$ cat src/hw/rtl/ult_pkg.sv
// shared types and constants for the utf-8 lambda term tokenizer
`default_nettype none

package ult_pkg;

  // widths of the payload fields
  localparam int unsigned CP_W   = 21;
  localparam int unsigned KIND_W = 3;
  localparam int unsigned LEN_W  = 6;

  // code points with a meaning of their own
  localparam logic [CP_W-1:0] CP_MAX    = 21'h10FFFF;
  localparam logic [CP_W-1:0] CP_LAMBDA = 21'h0003BB;
  localparam logic [CP_W-1:0] CP_BSLASH = 21'h00005C;
  localparam logic [CP_W-1:0] CP_DOT    = 21'h00002E;
  localparam logic [CP_W-1:0] CP_LPAREN = 21'h000028;
  localparam logic [CP_W-1:0] CP_RPAREN = 21'h000029;
  localparam logic [CP_W-1:0] CP_SPACE  = 21'h000020;
  localparam logic [CP_W-1:0] CP_TAB    = 21'h000009;
  localparam logic [CP_W-1:0] CP_CR     = 21'h00000D;
  localparam logic [CP_W-1:0] CP_LF     = 21'h00000A;
  localparam logic [CP_W-1:0] CP_NUL    = 21'h000000;

  // token kinds on the result channel
  typedef enum logic [KIND_W-1:0] {
    TOK_END     = 3'd0,
    TOK_LAMBDA  = 3'd1,
    TOK_DOT     = 3'd2,
    TOK_LPAREN  = 3'd3,
    TOK_RPAREN  = 3'd4,
    TOK_NAME    = 3'd5,
    TOK_TOOLONG = 3'd6
  } token_kind_t;

  // character classes seen by the lexer
  typedef enum logic [2:0] {
    CLS_END    = 3'd0,
    CLS_LAMBDA = 3'd1,
    CLS_DOT    = 3'd2,
    CLS_LPAREN = 3'd3,
    CLS_RPAREN = 3'd4,
    CLS_SPACE  = 3'd5,
    CLS_IDENT  = 3'd6,
    CLS_NONE   = 3'd7
  } char_class_t;

  // one result item
  typedef struct packed {
    token_kind_t     kind;
    logic [CP_W-1:0] code_point;
    logic            name_last;
    logic            encoding_error;
    logic            run_last;
  } result_t;

  // classify one decoded code point
  function automatic char_class_t classify(input logic [CP_W-1:0] ch);
    char_class_t cls;
    if (ch == CP_SPACE || ch == CP_TAB || ch == CP_CR || ch == CP_LF) begin
      cls = CLS_SPACE;
    end else if (ch == CP_NUL) begin
      cls = CLS_END;
    end else if (ch == CP_BSLASH || ch == CP_LAMBDA) begin
      cls = CLS_LAMBDA;
    end else if (ch == CP_DOT) begin
      cls = CLS_DOT;
    end else if (ch == CP_LPAREN) begin
      cls = CLS_LPAREN;
    end else if (ch == CP_RPAREN) begin
      cls = CLS_RPAREN;
    end else begin
      cls = CLS_IDENT;
    end
    return cls;
  endfunction

endpackage

`default_nettype wire

$ cat src/hw/rtl/utf8_lambda_term_tokenizer_top.sv
// utf-8 decoder and lambda term lexer with a four-entry result queue
// each result is registered into the queue at its input byte transfer and shown from its head
// one input byte per cycle while the queue holds fewer than three results; the results of
// a byte giving two are read out by the single-entry-per-cycle read side of the result queue
// reset: synchronous active-low rst_n clears decoder, name and halt state and empties the queue
`default_nettype none

module utf8_lambda_term_tokenizer_top
  import ult_pkg::*;
#(
  parameter int unsigned MAX_NAME_CHARS = 32
) (
  input  wire logic        clk,
  input  wire logic        rst_n,
  // input channel
  input  wire logic        in_tvalid,
  output logic             in_tready,
  input  wire logic [7:0]  in_tdata,   // [7:0] in_byte
  input  wire logic [0:0]  in_tuser,   // [0] end_of_input
  // result channel
  output logic             out_tvalid,
  input  wire logic        out_tready,
  output logic [23:0]      out_tdata,  // [20:0] code_point, [23:21] zero
  output logic [4:0]       out_tuser,  // [2:0] token_kind, [3] name_last, [4] encoding_error
  output logic             out_tlast   // run_last
);

  localparam logic [LEN_W-1:0] MAX_LEN = LEN_W'(MAX_NAME_CHARS);

  // decoder and lexer state
  logic [1:0]       pend_r, pend_nxt;
  logic [CP_W-1:0]  part_r, part_nxt;
  logic [CP_W-1:0]  held_r, held_nxt;
  logic             held_vld_r, held_vld_nxt;
  logic [LEN_W-1:0] len_r, len_nxt;
  logic             halted_r, halted_nxt;

  // result queue
  result_t          q_mem [4];
  logic [1:0]       wr_ptr_r, wr_ptr_nxt;
  logic [1:0]       rd_ptr_r, rd_ptr_nxt;
  logic [2:0]       cnt_r, cnt_nxt;

  logic             in_xfer, out_xfer;
  logic             eoi;
  logic [7:0]       b;
  logic             have, is_end, err;
  logic [CP_W-1:0]  ch, shifted;
  char_class_t      cls;
  result_t          res0, res1, head;
  logic [1:0]       n_push;

  assign in_xfer   = in_tvalid & in_tready;
  assign out_xfer  = out_tvalid & out_tready;
  assign in_tready = (cnt_r < 3'd3);
  assign eoi       = in_tuser[0];
  assign b         = in_tdata;
  assign shifted   = {part_r[CP_W-7:0], b[5:0]};

  // utf-8 decode of the incoming byte
  always_comb begin
    pend_nxt = pend_r;
    part_nxt = part_r;
    have     = 1'b0;
    is_end   = 1'b0;
    err      = 1'b0;
    ch       = '0;
    if (eoi) begin
      is_end   = 1'b1;
      err      = (pend_r != 2'd0);
      pend_nxt = 2'd0;
      part_nxt = '0;
    end else if (pend_r == 2'd0) begin
      if (!b[7]) begin
        ch   = {13'd0, b};
        have = 1'b1;
      end else if (b[7:5] == 3'b110) begin
        part_nxt = {16'd0, b[4:0]};
        pend_nxt = 2'd1;
      end else if (b[7:4] == 4'b1110) begin
        part_nxt = {17'd0, b[3:0]};
        pend_nxt = 2'd2;
      end else if (b[7:3] == 5'b11110 && b[2:0] <= 3'd4) begin
        part_nxt = {18'd0, b[2:0]};
        pend_nxt = 2'd3;
      end else begin
        is_end = 1'b1;
        err    = 1'b1;
      end
    end else if (b[7:6] != 2'b10) begin
      is_end   = 1'b1;
      err      = 1'b1;
      pend_nxt = 2'd0;
      part_nxt = '0;
    end else begin
      pend_nxt = pend_r - 2'd1;
      if (pend_r == 2'd1) begin
        part_nxt = '0;
        if (shifted > CP_MAX) begin
          is_end = 1'b1;
          err    = 1'b1;
        end else begin
          ch   = shifted;
          have = 1'b1;
        end
      end else begin
        part_nxt = shifted;
      end
    end
  end

  // character class of the decoded item
  always_comb begin
    if (is_end) begin
      cls = CLS_END;
    end else if (have) begin
      cls = classify(ch);
    end else begin
      cls = CLS_NONE;
    end
  end

  // lexer: name holding, flushing and token results
  always_comb begin
    held_nxt     = held_r;
    held_vld_nxt = held_vld_r;
    len_nxt      = len_r;
    halted_nxt   = halted_r;
    res0         = '{kind: TOK_END, code_point: '0, name_last: 1'b0,
                     encoding_error: 1'b0, run_last: 1'b0};
    res1         = res0;
    n_push       = 2'd0;
    if (in_xfer && !halted_r) begin
      unique case (cls)
        CLS_NONE: begin
          n_push = 2'd0;
        end
        CLS_IDENT: begin
          if (held_vld_r) begin
            if (len_r >= MAX_LEN) begin
              res0.kind    = TOK_TOOLONG;
              n_push       = 2'd1;
              halted_nxt   = 1'b1;
              held_vld_nxt = 1'b0;
              held_nxt     = '0;
              len_nxt      = '0;
            end else begin
              res0.kind       = TOK_NAME;
              res0.code_point = held_r;
              n_push          = 2'd1;
              held_nxt        = ch;
              len_nxt         = len_r + LEN_W'(1);
            end
          end else begin
            held_nxt     = ch;
            held_vld_nxt = 1'b1;
            len_nxt      = LEN_W'(1);
          end
        end
        CLS_END, CLS_LAMBDA, CLS_DOT, CLS_LPAREN, CLS_RPAREN, CLS_SPACE: begin
          // flush the held name char first
          if (held_vld_r) begin
            res0.kind       = TOK_NAME;
            res0.code_point = held_r;
            res0.name_last  = 1'b1;
            n_push          = 2'd1;
            held_vld_nxt    = 1'b0;
            held_nxt        = '0;
            len_nxt         = '0;
          end
          if (cls != CLS_SPACE) begin
            res1.kind           = token_kind_t'(cls);
            res1.encoding_error = (cls == CLS_END) && err;
            if (held_vld_r) begin
              n_push = 2'd2;
            end else begin
              res0   = res1;
              n_push = 2'd1;
            end
          end
        end
        default: begin
          n_push = 2'd0;
        end
      endcase
    end
    res0.run_last = (n_push == 2'd1);
    res1.run_last = 1'b1;
  end

  // queue pointers and fill count
  always_comb begin
    wr_ptr_nxt = wr_ptr_r + n_push;
    rd_ptr_nxt = rd_ptr_r + {1'b0, out_xfer};
    cnt_nxt    = cnt_r + {1'b0, n_push} - {2'd0, out_xfer};
  end

  // control state registers
  always_ff @(posedge clk) begin
    if (!rst_n) begin
      pend_r     <= 2'd0;
      part_r     <= '0;
      held_r     <= '0;
      held_vld_r <= 1'b0;
      len_r      <= '0;
      halted_r   <= 1'b0;
      wr_ptr_r   <= 2'd0;
      rd_ptr_r   <= 2'd0;
      cnt_r      <= 3'd0;
    end else begin
      if (in_xfer && !halted_r) begin
        pend_r <= pend_nxt;
        part_r <= part_nxt;
      end
      held_r     <= held_nxt;
      held_vld_r <= held_vld_nxt;
      len_r      <= len_nxt;
      halted_r   <= halted_nxt;
      wr_ptr_r   <= wr_ptr_nxt;
      rd_ptr_r   <= rd_ptr_nxt;
      cnt_r      <= cnt_nxt;
    end
  end

  // queue storage, up to two writes per cycle
  always_ff @(posedge clk) begin
    if (n_push != 2'd0) begin
      q_mem[wr_ptr_r] <= res0;
    end
    if (n_push == 2'd2) begin
      q_mem[wr_ptr_r + 2'd1] <= res1;
    end
  end

  // queue head drives the result channel
  assign head       = q_mem[rd_ptr_r];
  assign out_tvalid = (cnt_r != 3'd0);
  assign out_tdata  = {3'd0, head.code_point};
  assign out_tuser  = {head.encoding_error, head.name_last, head.kind};
  assign out_tlast  = head.run_last;

endmodule

`default_nettype wire
$ cat config.mk
export PLATFORM = sky130hd
export DESIGN_NAME = utf8_lambda_term_tokenizer_top
export DESIGN_NICKNAME = d
export VERILOG_FILES = /design/src/hw/rtl/ult_pkg.sv /design/src/hw/rtl/utf8_lambda_term_tokenizer_top.sv
export SDC_FILE = /design/constraint.sdc
export NUM_CORES = 1
export LEC_CHECK = 0
export BUFFER_PORTS_ARGS = -buffer_cell sky130_fd_sc_hd__buf_2
export CAP_MARGIN = 20
export CORE_MARGIN = 2
export CORE_UTILIZATION = 43
export DETAILED_ROUTE_END_ITERATION = 8
export PLACE_DENSITY = 0.67
export SLEW_MARGIN = 20
export SYNTH_ARGS = -nofsm -noshare
export SYNTH_HDL_FRONTEND = slang
export SYNTH_SLANG_ARGS = --single-unit
$ cat constraint.sdc
create_clock -name clk -period 4.15 [get_ports clk]
set_input_delay 1.0375 -clock clk [delete_from_list [all_inputs] [get_ports clk]]
set_output_delay 1.0375 -clock clk [all_outputs]
set_load 0.02 [all_outputs]
==> results.yml <==
drt:
  routed_via_density: 5.73
  drc_errors: 0
  finalWirelength_mm: 20.2
  first_pass_iters: 5
  wl_per_cell_um: 18.1
  drt_iter0_drc: 504
  ant_nets: 0
  vias: 6375
cts:
  cts.path.max_buffers: 2
  h-tree-depth: 4
  postCtsSetupRepairBufs: 0
  clkTransAtPathRegs_ps: 70
  cts_sinks: 161
  cts_tree: "yes"
  cts-root-buf: "clkbuf_16"
  clock_latency_ps: 420
  ctsResizeCount: 0
  postCtsHoldBufs: 0
  cts-buffers-inserted: 17
synthesis:
  synthTopCellsByArea: "dfxtp_1, mux4_2, a21oi_1"
  synth_area_um2: 7650
  synth_top_area_share_pct: 37.9
  synthDistinctLibCells: 67
  synth_seq_area_share_pct: 44.2
  syn_inst: 836
  yosysMostFrequentCell: "dfxtp_1"
  avgSynthCellArea_um2: 9.16
  synth_area_leader_cell: "dfxtp_1"
  async_reset_ff_share_pct: 0
  ys_ff_latch: 161
  synthFlopType: "dfxtp_1"
  synth_edf_count: 16
  yosysWarnings: 0
  yosys-top-cells-count: "dfxtp_1, nand2_1, a21oi_1, nand3_1, buf_2"
placed_design:
  postPlaceCellArea_um2: 8180
  port_buffers: 41
  gp_congestion: 0.926
  post-dp-hpwl_mm: 13.3
  place_ws_ps: -98.6
  placed_cells: 1080
sta:
  relSlewSlack_pct: 43.0
  worst_pin_slew_ps: 849
  slew_viol_final: 0
  worst_slack_ps: 336
  finClkSkew_ps: 8.16
  whs_ps: 453
  fmax_mhz: 262
  tns_ps: 0
  layout_min_cycle_time_ps: 3810
  rsz0062_at_grt: "no"
  post-route-period-util_pct: 91.9
  hold_viol: 0
  setup_violations: 0
worst_setup_path:
  end_kind: "flip-flop"
  crit-reg2reg-launch: "pend_r[0]$_SDFFE_PN0P_"
  crit_type: "in2reg"
  rr_endpoint: "cnt_r[2]$_SDFF_PN0_"
  regToRegSetupSlack_ps: 390
  cp_max_fo: 5
  startpoint_type: "primary input"
  ff2ff_path_depth: 19
  arrival_ps: 4100
  cp.required_ps: 4430
grt:
  grt-busiest-layer: "met2"
  use_met2_pct: 35.6
  grt_antenna_before_repair: 0
  grt_pass1_vias: 6002
  grt_max_degree: 85
  met3_usage_pct: 4.60
  grt_util_met1_pct: 30.9
  grt_use_total_pct: 22.3
  grt_overflow_total: 0
  grt_pass1_wl_mm: 32.4
min_path:
  worst_hold_path.endpoint: "q_mem[3][12]$_SDFFE_PP0P_"
  hp-class: "reg2reg"
  min_path_cells: 2
  hp-start: "q_mem[3][12]$_SDFFE_PP0P_"
floorplanning:
  pin_count: 45
  core-area_um2: 17400
  floorplan.initialDensity_pct: 44.1
  die_h_um: 137
  die-width_um: 137
  rows: 48
  dieArea_um2: 18900
layout:
  final_area_um2: 8800
  drive_gt1_share_pct: 19.7
  num-nets-final: 899
  nFillCells: 1587
  fin_util_pct: 50.7
  area_delta_synth_final_pct: 15.0
  final_cells: 1112
  antenna_cells: 0
power_and_ir_drop:
  ir_worst_vdd_mv: 0.274
  power.total_mw: 4.12
  p_leak_nw: 3.20
  p_per_area_nw_per_um2: 468
run_status:
  status: "finished clean"
flow_run:
  timing.max_cap.violations: 0
per-layer routing:
| metal | routed length, um | share of wire [%] |
|---|---|---|
| met1 | 9210 | 46 |
| met3 | 1200 | 5.9 |
| met5 | 0 | 0 |
| met4 | 244 | 1.2 |
| met2 | 9500 | 47 |
report_power, final:
group | internal [mW] | switching [mW] | total (mW)
clock | 0.943 | 0.690 | 1.63
sequential | 1.63 | 0.0471 | 1.68
combinational | 0.316 | 0.491 | 0.807
cells by family (layout without fill, tap and decap cells):
family / after synthesis / count (layout) / share of synthesized area, %
and+or+nand+nor: 341 / 341 / 21.5
AOI/OAI and AO/OA: 192 / 192 / 15.9
DFF: 161 / 161 / 44.2
buffers and inverters: 84 / 133 / 5.34
muxes: 39 / 39 / 10.2
adders and majority gates: 12 / 12 / 2.06
xor gates and xnor gates: 6 / 6 / 0.686
other: 1 / 3 / 0.0490
flip-flops by register name, indices dropped and copies added (netlist names):
name / cells
halted_r: 1
held_r: 21
q_mem: 108
pend_r: 2
part_r: 15
held_vld_r: 1
wr_ptr_r: 2
len_r: 6
rd_ptr_r: 2
cnt_r: 3
critical path, cell delays in order:
cell and delay [ps]:
buf_2 110, buf_4 140, nor4_1 240, nand4_1 220, o21ai_2 280, nand2_1 140, ha_1 320, nor2b_1 120
a21oi_1 60, nand2b_1 180, ha_1 280, inv_1 50, ha_1 120, inv_1 40, fa_1 370, xnor2_1 190
xnor2_1 140, nor2_1 50
worst max path at each step:
stage	startpoint	end	slack (ps)	depth (start not counted)
floorplan	in_tdata[6]	cnt_r[2]$_SDFF_PN0_	20	18
global route	pend_r[0]$_SDFFE_PN0P_	cnt_r[2]$_SDFF_PN0_	30	19
global placement	in_tdata[6]	cnt_r[2]$_SDFF_PN0_	-1	17
detailed placement	in_tdata[6]	cnt_r[2]$_SDFF_PN0_	-100	18
finish	in_tdata[6]	cnt_r[2]$_SDFF_PN0_	340	18
CTS	in_tdata[6]	cnt_r[2]$_SDFF_PN0_	360	18
layout make-up:
| type | instances | area [um^2] | area share (%) |
|---|---|---|---|
| clock buffers | 19 | 453 | 5.15 |
| clock inverters | 13 | 168 | 1.91 |
| inverters | 15 | 56.3 | 0.640 |
| multi-input cells | 593 | 3890 | 44.2 |
| flip-flops and latches | 161 | 3380 | 38.5 |
| well taps | 225 | 282 | 3.20 |
| repair buffers | 86 | 568 | 6.45 |
placed cells by master, fill, tap and decap left out, types with 4 or more instances in the layout:
cell	n
nand3_1	105
nand2b_1	5
buf_4	43
o21ai_0	12
dfxtp_1	144
nor2b_1	4
xnor2_1	5
ha_1	11
mux2i_4	4
o21a_1	9
nor3_1	10
and2_1	10
a22o_1	22
edfxtp_1	16
nor3b_1	4
nand4_1	7
inv_6	4
clkbuf_16	17
mux4_2	27
buf_2	41
nor3_2	4
nor4_1	6
o211ai_1	6
nand2_1	130
o22ai_1	9
or3_1	6
a21oi_1	107
nor2_1	32
inv_1	14
mux2_2	5
Power figures use the tool's default switching activity.
